<file path="src/sv/cht_pkg.sv">
// Shared types, codes and defaults for the cuckoo hash table.
package cht_pkg;

  localparam int DEF_TABLE_SIZE = 16;
  localparam int DEF_KEY_WIDTH  = 32;

  localparam int MODE_W   = 2;
  localparam int STATUS_W = 3;
  localparam int KEY_W    = 32;
  localparam int KICK_W   = 7;

  localparam logic [KICK_W-1:0] MAX_KICKS_RESET = 7'd24;

  localparam logic [MODE_W-1:0] MODE_INSERT = 2'd0;
  localparam logic [MODE_W-1:0] MODE_DELETE = 2'd1;
  localparam logic [MODE_W-1:0] MODE_SEARCH = 2'd2;

  localparam logic [STATUS_W-1:0] ST_INSERTED = 3'd0;
  localparam logic [STATUS_W-1:0] ST_FAILED   = 3'd1;
  localparam logic [STATUS_W-1:0] ST_DELETED  = 3'd2;
  localparam logic [STATUS_W-1:0] ST_NOTFOUND = 3'd3;
  localparam logic [STATUS_W-1:0] ST_FOUND    = 3'd4;

  typedef enum logic [2:0] {
    S_CLEAR,
    S_IDLE,
    S_HASH,
    S_CHK1,
    S_CHK2,
    S_ICHK,
    S_RESP
  } ctl_state_t;

endpackage

</file>
<file path="src/sv/cht_ram.sv">
// Generic single-port-write, single-port-read RAM with registered read data.
module cht_ram #(
  parameter int WIDTH  = 8,
  parameter int DEPTH  = 16,
  parameter int ADDR_W = $clog2(DEPTH)
) (
  input  logic              clk,
  input  logic              we,
  input  logic [ADDR_W-1:0] waddr,
  input  logic [WIDTH-1:0]  wdata,
  input  logic [ADDR_W-1:0] raddr,
  output logic [WIDTH-1:0]  rdata
);

  logic [WIDTH-1:0] mem [DEPTH];

  always_ff @(posedge clk) begin
    if (we) begin
      mem[waddr] <= wdata;
    end
    rdata <= mem[raddr];
  end

endmodule

</file>
<file path="src/sv/cht_hash.sv">
// Hash unit: both candidate slots of a key, registered directly for power-of-two
// tables, a reciprocal-multiply pipeline otherwise.
module cht_hash import cht_pkg::*; #(
  parameter int TABLE_SIZE = DEF_TABLE_SIZE,
  parameter int KW         = DEF_KEY_WIDTH
) (
  input  logic                          clk,
  input  logic                          rst_n,
  input  logic                          start,
  input  logic [KW-1:0]                 key,
  output logic                          done,
  output logic [$clog2(TABLE_SIZE)-1:0] h1,
  output logic [$clog2(TABLE_SIZE)-1:0] h2
);

  localparam int IDX_W = $clog2(TABLE_SIZE);
  localparam int NW    = IDX_W + 1;
  localparam int EXT_W = (KW > IDX_W) ? KW : NW;
  localparam int PW    = 2 * IDX_W;

  logic [EXT_W-1:0] key_ext;
  assign key_ext = EXT_W'(key);

  generate
    if ((1 << IDX_W) == TABLE_SIZE) begin : g_pow2
      logic [IDX_W-1:0] a, b, p;
      logic             done_r;
      logic [IDX_W-1:0] h1_r, h2_r;

      assign a = key_ext[IDX_W-1:0];
      // mod by a power of two is truncation at every step
      assign b = a + IDX_W'(3);
      assign p = a * b;

      always_ff @(posedge clk) begin
        if (!rst_n) begin
          done_r <= 1'b0;
        end else begin
          done_r <= start;
        end
        if (start) begin
          h1_r <= a;
          h2_r <= p;
        end
      end

      assign done = done_r;
      assign h1   = h1_r;
      assign h2   = h2_r;
    end else begin : g_recip
      // floor(x * M / 2^s) with M = floor(2^s / N) is x / N or one less for
      // x < 2^s, so a single compare and subtract finishes each remainder
      localparam logic [KW-1:0] M1 = KW'((64'd1 << KW) / TABLE_SIZE);
      localparam logic [PW-1:0] M2 = PW'((64'd1 << PW) / TABLE_SIZE);
      localparam logic [NW-1:0] NN = NW'(TABLE_SIZE);

      logic [4:0]       stg_r;
      logic             done_r;
      logic [EXT_W-1:0] key_r, q1_r;
      logic [IDX_W-1:0] h1_r, b_r, h2_r;
      logic [PW-1:0]    p_r, q2_r;
      logic [2*KW-1:0]  prod1;
      logic [2*PW-1:0]  prod2;
      logic [NW-1:0]    r1, r1_red, bsum, bred, r2, r2_red;

      always_comb begin
        prod1  = (2*KW)'(key) * (2*KW)'(M1);
        r1     = key_r[NW-1:0] - NW'(q1_r[NW-1:0] * NN);
        r1_red = (r1 >= NN) ? r1 - NN : r1;
        bsum   = {1'b0, h1_r} + NW'(3);
        bred   = (bsum >= NN) ? bsum - NN : bsum;
        prod2  = (2*PW)'(p_r) * (2*PW)'(M2);
        r2     = p_r[NW-1:0] - NW'(q2_r[NW-1:0] * NN);
        r2_red = (r2 >= NN) ? r2 - NN : r2;
      end

      always_ff @(posedge clk) begin
        if (!rst_n) begin
          stg_r  <= '0;
          done_r <= 1'b0;
        end else begin
          stg_r  <= {stg_r[3:0], start};
          done_r <= stg_r[4];
        end
        if (start) begin
          key_r <= key_ext;
          q1_r  <= EXT_W'(prod1[2*KW-1:KW]);
        end
        if (stg_r[0]) h1_r <= r1_red[IDX_W-1:0];
        if (stg_r[1]) b_r  <= bred[IDX_W-1:0];
        if (stg_r[2]) p_r  <= PW'(h1_r) * PW'(b_r);
        if (stg_r[3]) q2_r <= prod2[2*PW-1:PW];
        if (stg_r[4]) h2_r <= r2_red[IDX_W-1:0];
      end

      assign done = done_r;
      assign h1   = h1_r;
      assign h2   = h2_r;
    end
  endgenerate

endmodule

</file>
<file path="src/sv/cuckoo_hash_table.sv">
// Cuckoo hash table top level: control sequencer around the slot RAM.
//
// Input channel (in_valid/in_ready, in_mode, in_key) takes one operation per
// transaction: insert, delete or search. Each transaction yields exactly one
// result transaction on out_valid/out_ready (out_status, out_position,
// out_dropped_key). max_kicks is written through cfg_we/cfg_wdata; the user
// must write it only while idle, as the block itself does not enforce this.
// Operations run one at a time. A search or delete hashes the key, then reads
// the first candidate slot and, on a miss, the second; an insert fills an
// empty slot or evicts the occupant and rehashes it; unused mode codes answer
// without a hash. Each step waits on the registered read of the slot RAM; for
// non-power-of-two table sizes each hash is a reciprocal-multiply pipeline.
// Reset clears the valid bits by a sweep over all TABLE_SIZE slots, one slot per
// cycle; in_ready stays low meanwhile, configuration writes still land.
// The result sits in an output register: a new operation is accepted while
// it waits, and a finished operation holds in its response step until the
// register is free.
module cuckoo_hash_table import cht_pkg::*; #(
  parameter int TABLE_SIZE = DEF_TABLE_SIZE,
  parameter int KEY_WIDTH  = DEF_KEY_WIDTH
) (
  input  logic                          clk,
  input  logic                          rst_n,
  input  logic                          in_valid,
  output logic                          in_ready,
  input  logic [MODE_W-1:0]             in_mode,
  input  logic [KEY_W-1:0]              in_key,
  output logic                          out_valid,
  input  logic                          out_ready,
  output logic [STATUS_W-1:0]           out_status,
  output logic [$clog2(TABLE_SIZE)-1:0] out_position,
  output logic [KEY_W-1:0]              out_dropped_key,
  input  logic                          cfg_we,
  input  logic [KICK_W-1:0]             cfg_wdata
);

  localparam int IDX_W = $clog2(TABLE_SIZE);
  localparam int KW    = (KEY_WIDTH < KEY_W) ? KEY_WIDTH : KEY_W;
  localparam int MW    = KW + 1;

  ctl_state_t          state_r, state_nxt;
  logic [MODE_W-1:0]   mode_r, mode_nxt;
  logic [KW-1:0]       key_r, key_nxt;
  logic [IDX_W-1:0]    pos_r, pos_nxt;
  logic [KICK_W-1:0]   kick_r, kick_nxt;
  logic [KICK_W-1:0]   max_kicks_r;
  logic [IDX_W-1:0]    clr_cnt_r, clr_cnt_nxt;
  logic [STATUS_W-1:0] res_status_r, res_status_nxt;
  logic [IDX_W-1:0]    res_pos_r, res_pos_nxt;
  logic [KEY_W-1:0]    res_drop_r, res_drop_nxt;
  logic                out_valid_r;
  logic [STATUS_W-1:0] out_status_r;
  logic [IDX_W-1:0]    out_position_r;
  logic [KEY_W-1:0]    out_dropped_key_r;

  logic                out_free, out_load;
  logic                hash_start, hash_done;
  logic [KW-1:0]       hash_key;
  logic [IDX_W-1:0]    h1, h2;
  logic                mem_we;
  logic [IDX_W-1:0]    mem_waddr, mem_raddr, walk_pos;
  logic [MW-1:0]       mem_wdata, mem_rdata;
  logic                rd_valid, hit;
  logic [KW-1:0]       rd_key;

  assign out_free = !out_valid_r || out_ready;
  assign rd_valid = mem_rdata[KW];
  assign rd_key   = mem_rdata[KW-1:0];
  assign hit      = rd_valid && (rd_key == key_r);
  // an evicted key moves to whichever of its candidates it was not sitting in
  assign walk_pos = (kick_r == '0) ? h1 : ((h1 == pos_r) ? h2 : h1);

  cht_hash #(
    .TABLE_SIZE(TABLE_SIZE),
    .KW        (KW)
  ) u_hash (
    .clk  (clk),
    .rst_n(rst_n),
    .start(hash_start),
    .key  (hash_key),
    .done (hash_done),
    .h1   (h1),
    .h2   (h2)
  );

  cht_ram #(
    .WIDTH(MW),
    .DEPTH(TABLE_SIZE)
  ) u_slots (
    .clk  (clk),
    .we   (mem_we),
    .waddr(mem_waddr),
    .wdata(mem_wdata),
    .raddr(mem_raddr),
    .rdata(mem_rdata)
  );

  always_comb begin
    state_nxt = state_r;
    unique case (state_r)
      S_CLEAR: if (clr_cnt_r == IDX_W'(TABLE_SIZE - 1)) state_nxt = S_IDLE;
      S_IDLE: begin
        if (in_valid) begin
          case (in_mode) inside
            MODE_INSERT, MODE_DELETE, MODE_SEARCH: state_nxt = S_HASH;
            default:                               state_nxt = S_RESP;
          endcase
        end
      end
      S_HASH: begin
        if (hash_done) state_nxt = (mode_r == MODE_INSERT) ? S_ICHK : S_CHK1;
      end
      S_CHK1: state_nxt = hit ? S_RESP : S_CHK2;
      S_CHK2: state_nxt = S_RESP;
      S_ICHK: begin
        if (!rd_valid || (kick_r >= max_kicks_r)) state_nxt = S_RESP;
        else                                     state_nxt = S_HASH;
      end
      S_RESP: if (out_free) state_nxt = S_IDLE;
      default: state_nxt = S_IDLE;
    endcase
  end

  always_comb begin
    in_ready       = 1'b0;
    hash_start     = 1'b0;
    hash_key       = KW'(in_key);
    mem_we         = 1'b0;
    mem_waddr      = pos_r;
    mem_wdata      = {1'b1, key_r};
    mem_raddr      = h1;
    out_load       = 1'b0;
    mode_nxt       = mode_r;
    key_nxt        = key_r;
    pos_nxt        = pos_r;
    kick_nxt       = kick_r;
    clr_cnt_nxt    = clr_cnt_r;
    res_status_nxt = res_status_r;
    res_pos_nxt    = res_pos_r;
    res_drop_nxt   = res_drop_r;
    unique case (state_r)
      S_CLEAR: begin
        mem_we      = 1'b1;
        mem_waddr   = clr_cnt_r;
        mem_wdata   = '0;
        clr_cnt_nxt = clr_cnt_r + IDX_W'(1);
      end
      S_IDLE: begin
        in_ready = 1'b1;
        if (in_valid) begin
          mode_nxt       = in_mode;
          key_nxt        = KW'(in_key);
          kick_nxt       = '0;
          res_status_nxt = ST_NOTFOUND;
          res_pos_nxt    = '0;
          res_drop_nxt   = '0;
          case (in_mode) inside
            MODE_INSERT, MODE_DELETE, MODE_SEARCH: hash_start = 1'b1;
            default: ;
          endcase
        end
      end
      S_HASH: begin
        if (mode_r == MODE_INSERT) begin
          mem_raddr = walk_pos;
          if (hash_done) begin
            pos_nxt = walk_pos;
            if (kick_r == '0) res_pos_nxt = h1;
          end
        end
      end
      S_CHK1: begin
        mem_raddr = h2;
        if (hit) begin
          res_pos_nxt = h1;
          if (mode_r == MODE_DELETE) begin
            mem_we         = 1'b1;
            mem_waddr      = h1;
            mem_wdata      = {1'b0, rd_key};
            res_status_nxt = ST_DELETED;
          end else begin
            res_status_nxt = ST_FOUND;
          end
        end
      end
      S_CHK2: begin
        if (hit) begin
          res_pos_nxt = h2;
          if (mode_r == MODE_DELETE) begin
            mem_we         = 1'b1;
            mem_waddr      = h2;
            mem_wdata      = {1'b0, rd_key};
            res_status_nxt = ST_DELETED;
          end else begin
            res_status_nxt = ST_FOUND;
          end
        end
      end
      S_ICHK: begin
        if (!rd_valid) begin
          mem_we         = 1'b1;
          res_status_nxt = ST_INSERTED;
        end else if (kick_r >= max_kicks_r) begin
          res_status_nxt = ST_FAILED;
          res_drop_nxt   = KEY_W'(key_r);
        end else begin
          // place the carried key, pick up the occupant and rehash it
          mem_we     = 1'b1;
          key_nxt    = rd_key;
          kick_nxt   = kick_r + KICK_W'(1);
          hash_start = 1'b1;
          hash_key   = rd_key;
        end
      end
      S_RESP: out_load = out_free;
      default: ;
    endcase
  end

  always_ff @(posedge clk) begin
    if (!rst_n) begin
      state_r     <= S_CLEAR;
      clr_cnt_r   <= '0;
      kick_r      <= '0;
      max_kicks_r <= MAX_KICKS_RESET;
      out_valid_r <= 1'b0;
    end else begin
      state_r   <= state_nxt;
      clr_cnt_r <= clr_cnt_nxt;
      kick_r    <= kick_nxt;
      if (cfg_we) max_kicks_r <= cfg_wdata;
      if (out_load)       out_valid_r <= 1'b1;
      else if (out_ready) out_valid_r <= 1'b0;
    end
    mode_r       <= mode_nxt;
    key_r        <= key_nxt;
    pos_r        <= pos_nxt;
    res_status_r <= res_status_nxt;
    res_pos_r    <= res_pos_nxt;
    res_drop_r   <= res_drop_nxt;
    if (out_load) begin
      out_status_r      <= res_status_r;
      out_position_r    <= res_pos_r;
      out_dropped_key_r <= res_drop_r;
    end
  end

  assign out_valid       = out_valid_r;
  assign out_status      = out_status_r;
  assign out_position    = out_position_r;
  assign out_dropped_key = out_dropped_key_r;

endmodule

</file>
<file path="config.mk">
export PLATFORM = sky130hd
export DESIGN_NAME = cuckoo_hash_table
export DESIGN_NICKNAME = d
export VERILOG_FILES = /design/src/sv/cht_pkg.sv /design/src/sv/cht_ram.sv /design/src/sv/cht_hash.sv /design/src/sv/cuckoo_hash_table.sv
export SDC_FILE = /design/constraint.sdc
export NUM_CORES = 1
export LEC_CHECK = 0
export BUFFER_PORTS_ARGS = -buffer_cell sky130_fd_sc_hd__buf_2
export CAP_MARGIN = 0
export CORE_AREA = 5 5 289 291
export DETAILED_ROUTE_END_ITERATION = 7
export DIE_AREA = 0 0 294 296
export SKIP_LAST_GASP = 1
export SYNTH_ARGS = -nofsm -noshare
export SYNTH_HDL_FRONTEND = slang
export SYNTH_SLANG_ARGS = --single-unit
</file>
<file path="constraint.sdc">
create_clock -name clk -period 7.6 [get_ports clk]
set_input_delay 0.38 -clock clk [delete_from_list [all_inputs] [get_ports clk]]
set_output_delay 0.38 -clock clk [all_outputs]
set_load 0.05 [all_outputs]
</file>
==> results of run 1 <==
[area by class of cell]
cell class	count	area (um^2)	share of cell area (%)
Sequential cell	707	20700	66.3
Multi-Input combinational cell	923	6170	19.8
Clock buffer	86	1850	5.94
Tap cell	1060	1330	4.25
Timing Repair Buffer	127	761	2.44
Clock inverter	33	328	1.05
Inverter	19	71.3	0.229
[cell families (layout without fill, tap and decap cells)]
group	count (synthesis)	in the layout	synth area share, %
AND/OR/NAND/NOR	370	370	7.35
XOR/XNOR	47	47	1.52
adder cells (fa/ha/maj)	17	17	0.784
AO/OA/AOI/OAI	476	476	11.8
buffers and inverters	116	265	1.78
multiplexers	13	13	0.521
flip-flops	707	707	76.2
[per-layer routing]
metal | global-route usage [%] | vias up | wire length (um)
li1 | - | 7046 | -
met1 | 20.9 | 8149 | 28400
met4 | 5.79 | 0 | 2120
met2 | 26.8 | 670 | 35200
met5 | 0 | - | 0
met3 | 1.91 | 118 | 4680
[worst max-delay path by stage]
stage                     startpoint                  to  slack, ns  depth (start not counted)
final                     state_r[0]        u_hash.h2[3]       2.79                         16
after global placement    state_r[2]        u_hash.h2[3]       3.02                         16
after detailed placement  state_r[0]        u_hash.h2[3]       2.89                         16
after floorplan             key_r[0]  u_slots.mem[10][0]       1.38                          7
after CTS                 state_r[2]        u_hash.h2[3]       2.87                         16
after global routing      state_r[2]        u_hash.h2[3]       2.41                         16
[registers in the layout (all words and copies together), names as in the netlist, 4 cells and up]
name and count:
u_slots.mem 528, u_slots.rdata 33, key_r 32, out_dropped_key 32
res_drop_r 32, kick_r 7, max_kicks_r 7, clr_cnt_r 4
out_position 4, pos_r 4, res_pos_r 4, u_hash.h1 4
[power by group through the flow]
stage / sequential (mW) / clock, mW / combinational (mW)
finish: 5.62 / 3.32 / 2.08
global route: 5.66 / 3.55 / 2.22
CTS: 5.61 / 3.39 / 2.09
detailed placement: 5.69 / 0 / 2.08
global placement: 5.67 / 0 / 2.04
floorplan: 5.64 / 0 / 1.20
[cells in the final DEF, fill, tap and decap left out, types with 15 or more instances in the layout]
| cell | n |
|---|---|
| or4_1 | 35 |
| buf_2 | 86 |
| xnor2_1 | 33 |
| inv_1 | 19 |
| ha_1 | 17 |
| edfxtp_1 | 651 |
| a22oi_1 | 267 |
| nand2b_1 | 15 |
| a21oi_1 | 141 |
| buf_4 | 36 |
| nor2_1 | 26 |
| and2_1 | 73 |
| nand2_1 | 130 |
| clkbuf_16 | 71 |
| dfxtp_1 | 56 |
[worst max-delay path: cells and delay by family (launching register included)]
family          cells  cell delay (ns)
compound gates      1             0.39
xor+xnor            5             0.69
fa+ha+maj           4             0.98
buf+inv             2             0.60
flops               1             0.68
simple gates        4             1.17
[timing repair]
| item | in CTS | in global routing |
|---|---|---|
| setup buffers | 0 | 0 |
| resized for setup | 0 | 0 |
| hold buffers | 4 | 0 |
| hold endpoints to repair | 4 | 0 |
==> results.tsv, run 1 <==
metric	value	unit
status	completed	
Fin. Hold Viols	0	
Clk pwr share	30.1	%
Vias/cell	5.41	
Max FO, Critical Path	47	
synth unique cells	59	
# setup viols final	0	
Yosys warning total	0	
Worst Max-Slew Pin Slew	1.19	ns
Fmax	0.208	GHz
top cell type by total area after synthesis	edfxtp_1	
Starting Density	33.8	%
count leader, synth	edfxtp_1	
placed cells	2832	
P per Cell Area	354	nW/um^2
Layout area overhead	15.0	%
worst r2r path cells	16	
FF+latch count, synth	707	
Mapped Area	27100	um^2
Clock transition at path regs	0.06	ns
ys async rst share	0	%
Die Wd	294	um
CTS buffer count	68	
max-cap violations	0	
DRT iter0 DRCs	1675	
R2R Path Start	state_r[0]	
row cnt	104	
Area after DPL	29000	um^2
post-layout minimum cycle time	4.81	ns
top-area cell type share of the netlist area	72.1	%
I/O pins	87	
Fillers	7226	
Pre-Repair DR Iteration Count	5	
wire per inst	23.8	um
Critical Path Max Stage Delay	0.68	ns
GR Overflow Total	0	
fin util	38.8	%
post-place setup slack	2.89	ns
min-delay worst type	in -> reg	
largest net degree at the start of global routing	133	
post-layout worst setup margin	2.79	ns
final net count	1909	
CTS tree	built	
Power Total	11.0	mW
CP cell instances	and3b_2 > buf_4 > nand2_1 > o21ai_0 > nand2_1 > inv_1 > ha_1 > xnor2_1 > nor2_1 > ha_1 > ha_1 > ha_1 > xor2_1 > xnor2_1 > xnor2_1 > xnor2_1	
DIE HEIGHT	296	um
IO buf count	86	
Peak VDD IR	0.221	mV
hold path cells	3	
Final TNS setup	0	ns
non-filler cells, final	2955	
H-tree Lvls	3	
Mapped Nets	1809	
Synth area leaders	edfxtp_1, a22oi_1, dfxtp_1, a21oi_1, nand2_1	
DRC	0	
antenna violations before repair	0	
leakage power	10.3	nW
Int Pwr	7.80	mW
Post-synth EDFFs	651	
deepest clock path buffer count	3	
CP Capture Type	flop	
Min-Delay Endpoint	max_kicks_r[6]	
die area	87000	um^2
FF-to-FF End	u_hash.h2[3]	
top cells by count, synth	edfxtp_1, a22oi_1, a21oi_1, nand2_1, and2_1	
Setup CP Type	reg -> reg	
combinational share of power	18.9	%
antenna cells	0	
core outline area	80300	um^2
layout cell share with drive strength beyond 1	14.0	%
unrepaired setup endpoints after global routing	false	
Routability Congestion	0.874	
switch share	29.3	%
first-pass GRT wire length	103	mm
post-route design area	31200	um^2
CTS sink cnt	707	
DP HPWL	39.8	mm
post-route clock period utilization	63.3	%
post-detailed-routing wire length	70.4	mm
critical path launch point type	flop	
count of final max-slew check failures	0	
sequential share of power	51.0	%
via count	16000	
syn_area_per_cell	15.5	um^2
gr usage total	15.7	%
clk_skew	0.0148	ns
start point of the worst hold path	cfg_wdata[6]	
P_sw	3.23	mW
crit path max-delay cell type	dfxtp_1	
FF-to-FF setup slack	2.79	ns
dominant synthesized flop cell	edfxtp_1	
Worst slew margin	20.4	%
Detail Route Antenna Nets	0	
WHS	0.0555	ns
vias in the first global route	15700	
Req. time, crit path	7.95	ns
sequential-to-total area share from yosys stat	76.2	%
Clock Latency Late Sink	0.60	ns
Arr. time, crit path	5.16	ns
Synth Instances	1746	
Clock Tree Root	clkbuf_16	
Power figures use the tool's default switching activity.
==> inputs of run 2 (changes only) <==
Clock period 7.6 ns to 4.62 ns, I/O delays scaled along.
==> run 2 against run 1 <==
Net effect:
- sequential cell count stayed put
- critical path depth increased by 1
- hold slack got worse by 0.021 ns
- combinational power rose by 75%
- setup slack worse by 2.3 ns
- largest power group unchanged
- highest routed layer unchanged
==> results.tsv, run 2 (synthesized netlist as in run 1, its figures left out) <==
metric	value	unit
status	completed	
Area after DPL	29200	um^2
fin util	39.9	%
Die Wd	294	um
DIE HEIGHT	296	um
Clock transition at path regs	0.07	ns
Largest Register	u_slots.mem	
commonest cells after routing, fill and taps aside	edfxtp_1, a22oi_1, a21oi_1	
P per Cell Area	580	nW/um^2
DRC	0	
leakage power	10.7	nW
combinational share of power	19.7	%
Clock Tree Root	clkbuf_16	
GR Overflow Total	0	
Max FO, Critical Path	9	
antenna violations before repair	0	
Int Pwr	13.1	mW
post-route clock period utilization	90.5	%
WHS	0.0347	ns
sequential share of power	49.7	%
Starting Density	33.8	%
post-CTS setup buffer count	0	
# setup viols final	0	
CTS tree	built	
min-delay worst type	in -> reg	
R2R Path Start	kick_r[5]	
Power Total	18.6	mW
Layout area overhead	18.0	%
CTS sink cnt	707	
antenna cells	0	
Vias/cell	5.32	
row cnt	104	
Regs by FF count	u_slots.mem: 528 flops, u_slots.rdata: 33 flops	
IO buf count	86	
Fin. Hold Viols	0	
H-tree Lvls	3	
Clock Latency Late Sink	0.61	ns
Pre-Repair DR Iteration Count	6	
post-layout worst setup margin	0.437	ns
wire per inst	23.1	um
start point of the worst hold path	in_key[9]	
largest net degree at the start of global routing	133	
PostCTS Resize Cnt	0	
post-layout minimum cycle time	4.18	ns
CTS buffer count	70	
Setup CP Type	reg -> reg	
Worst Max-Slew Pin Slew	1.08	ns
Arr. time, crit path	4.55	ns
I/O pins	87	
Routability Congestion	0.849	
non-filler cells, final	3020	
Worst slew margin	27.4	%
post-detailed-routing wire length	69.9	mm
Peak VDD IR	0.458	mV
Worst Setup SP	kick_r[5]	
post-route design area	32000	um^2
P_sw	5.48	mW
first-pass GRT wire length	103	mm
critical path launch point type	flop	
CTS Hold Buffers Added	44	
vias in the first global route	16000	
Req. time, crit path	4.99	ns
clk_skew	0.0145	ns
placed cells	2848	
Final TNS setup	0	ns
die area	87000	um^2
DRT iter0 DRCs	1606	
Fillers	7265	
CP Capture Type	flop	
Largest register FFs	528	
deepest clock path buffer count	3	
post-place setup slack	0.505	ns
gr usage total	15.6	%
via count	16100	
final net count	1967	
max-cap violations	0	
layout cell share with drive strength beyond 1	15.0	%
switch share	29.5	%
leading cell type in the layout, fill and taps excluded	edfxtp_1	
Clk pwr share	30.6	%
DP HPWL	40.9	mm
core outline area	80300	um^2
Detail Route Antenna Nets	0	
count of final max-slew check failures	0	
Fmax	0.239	GHz
unrepaired setup endpoints after global routing	false	
run 2: cell type report:
class / instances / area (um^2) / share of cell area [%]
well taps: 1060 / 1330 / 4.14
multi-input cells: 923 / 6210 / 19.4
flip-flops and latches: 707 / 20700 / 64.6
clock inverters: 41 / 394 / 1.23
clock buffers: 87 / 1930 / 6.03
inverters: 19 / 71.3 / 0.223
repair buffers: 183 / 1410 / 4.39
run 2: routing by layer:
| layer | wire (um) | share of wire, % | vias up | track usage, % |
|---|---|---|---|---|
| li1 | - | - | 7166 | - |
| met1 | 29600 | 42 | 8157 | 21.5 |
| met2 | 33500 | 48 | 623 | 25.4 |
| met3 | 4510 | 6.5 | 123 | 2.06 |
| met4 | 2180 | 3.1 | 0 | 5.79 |
| met5 | 0 | 0 | - | 0 |
run 2: power by group through the flow:
stage          Clock [mW]  Combinational (mW)  Sequential, mW
2_1_floorplan           0                2.00            9.26
3_3_place_gp            0                3.52            9.30
3_5_place_dp            0                3.63            9.35
4_1_cts              5.80                3.67            9.22
5_1_grt              6.08                3.91            9.30
6_report             5.68                3.65            9.23
run 2: path summary, 6_finish.rpt:
check	to	slack, ns	cells after the start
worst min register to register	out_dropped_key[11]	0.42	0
worst max register to register	u_hash.h2[3]	0.44	17
worst max-delay path	u_hash.h2[3]	0.44	17
worst min-delay path	key_r[9]	0.03	3
run 2: critical path, stage by stage (launching register included):
cell,delay (ns)
dfxtp_1,0.41
ha_1,0.28
and3_1,0.22
a221oi_1,0.30
a21bo_2,0.34
o21ai_0,0.36
nand2_1,0.19
inv_1,0.10
ha_1,0.24
xnor2_1,0.14
nor2_1,0.06
ha_1,0.28
ha_1,0.28
ha_1,0.19
xor2_1,0.15
xnor2_1,0.17
xnor2_1,0.15
xnor2_1,0.08
==> inputs of run 3 (changes only) <==
Clock period 4.62 ns to 4.6 ns, I/O delays scaled along.
==> run 3 against run 2 <==
Net effect:
- register-to-register slack improved by 0.08 ns
- combinational power rose by 1%
- maximum frequency increased by 2.5%
- non-clock buffer count shrank 3
- sequential share of layout area rose by 0.094 points
- setup slack improved by 0.081 ns
- sequential cell count is the same
- critical path depth did not move
- sequential power is essentially flat
- first-iteration DRC count shrank 2.1%
- wire length rose by 0.56%
- critical endpoint unchanged
- largest cell class unchanged
- largest power group unchanged
==> results.tsv, run 3 (synthesized netlist as in run 1, its figures left out) <==
metric	value	unit
critical path launch point type	flop	
leading cell type in the layout, fill and taps excluded	edfxtp_1	
largest net degree at the start of global routing	98	
CTS tree	built	
Largest register FFs	528	
# setup viols final	0	
wire per inst	23.3	um
deepest clock path buffer count	3	
unrepaired setup endpoints after global routing	false	
H-tree Lvls	3	
fin util	39.8	%
Area after DPL	29300	um^2
non-filler cells, final	3013	
Setup CP Type	reg -> reg	
die area	87000	um^2
WHS	0.0521	ns
Vias/cell	5.39	
placed cells	2845	
Detail Route Antenna Nets	0	
min-delay worst type	in -> reg	
post-place setup slack	0.561	ns
first-pass GRT wire length	104	mm
Largest Register	u_slots.mem	
post-route design area	32000	um^2
layout cell share with drive strength beyond 1	14.2	%
Power Total	18.6	mW
Top Layer Used	met4	
I/O pins	87	
Regs by FF count	u_slots.mem: 528 flops, u_slots.rdata: 33 flops	
IO buf count	86	
M1 wire length	29.6	mm
post-route clock period utilization	88.8	%
Final TNS setup	0	ns
Max FO, Critical Path	9	
antenna cells	0	
Pre-Repair DR Iteration Count	5	
sequential share of power	49.9	%
commonest cells after routing, fill and taps aside	edfxtp_1, a22oi_1, a21oi_1	
leakage power	10.6	nW
row cnt	104	
CTS sink cnt	707	
DP HPWL	40.2	mm
Fin. Hold Viols	0	
final net count	1963	
Int Pwr	13.1	mW
Arr. time, crit path	4.43	ns
post-layout worst setup margin	0.517	ns
DRC	0	
Starting Density	33.8	%
Worst Max-Slew Pin Slew	1.22	ns
gr usage total	15.6	%
CP Capture Type	flop	
status	completed	
vias in the first global route	16100	
Clk pwr share	30.2	%
core outline area	80300	um^2
Clock Tree Root	clkbuf_16	
CTS Hold Buffers Added	44	
combinational share of power	20.0	%
CTS buffer count	69	
DIE HEIGHT	296	um
met2 WL	33.7	mm
Req. time, crit path	4.95	ns
Peak VDD IR	0.387	mV
GR Overflow Total	0	
Met3 Wirelength	4.70	mm
P_sw	5.48	mW
count of final max-slew check failures	0	
Clock Latency Late Sink	0.60	ns
post-CTS setup buffer count	0	
post-layout minimum cycle time	4.08	ns
max-cap violations	0	
Fmax	0.245	GHz
clk_skew	0.0213	ns
P per Cell Area	581	nW/um^2
switch share	29.5	%
via count	16200	
antenna violations before repair	0	
Worst slew margin	18.4	%
Routability Congestion	0.860	
Die Wd	294	um
PostCTS Resize Cnt	0	
post-detailed-routing wire length	70.3	mm
DRT iter0 DRCs	1573	
Clock transition at path regs	0.06	ns
Layout area overhead	17.9	%
## run 3: path summary, 6_finish.rpt
check | cells past startpoint | slack [ns] | end | from
min reg2reg | 0 | 0.42 | out_dropped_key[27] | res_drop_r[27]
min | 2 | 0.05 | max_kicks_r[4] | rst_n
max reg2reg | 17 | 0.52 | u_hash.h2[3] | kick_r[5]
max | 17 | 0.52 | u_hash.h2[3] | kick_r[5]
## run 3: worst max-delay path, cell delays in order (launching register included)
cell and delay [ns]:
dfxtp_1 0.41, ha_1 0.28, and3_1 0.22, a221oi_1 0.29, a21bo_2 0.34, o21ai_0 0.32
nand2_1 0.19, inv_1 0.09, ha_1 0.22, xnor2_1 0.14, nor2_1 0.07, ha_1 0.28
ha_1 0.27, ha_1 0.19, xor2_1 0.15, xnor2_1 0.16, xnor2_1 0.16, xnor2_1 0.08
## run 3: final cells by class
cell class | instances | area (um^2)
timing repair buffer | 180 | 1430
fill | 7217 | 48300
tap | 1060 | 1330
inverter | 19 | 71.3
sequential | 707 | 20700
clock inverter | 34 | 339
multi-input combinational | 923 | 6210
clock buffer | 90 | 1910
## run 3: power groups by stage
stage                     logic (mW)  clock network, mW  registers, mW
after floorplan                 2.01                  0           9.30
after global placement          3.59                  0           9.33
after detailed placement        3.67                  0           9.38
after CTS                       3.71               5.71           9.25
after global routing            3.96               5.98           9.33
final                           3.70               5.60           9.26
## run 3: per-layer routing
metal | global-route usage [%] | up-vias
li1 | - | 7145
met1 | 21.6 | 8276
met2 | 25.4 | 692
met3 | 2.13 | 130
met4 | 5.93 | 0
met5 | 0 | -
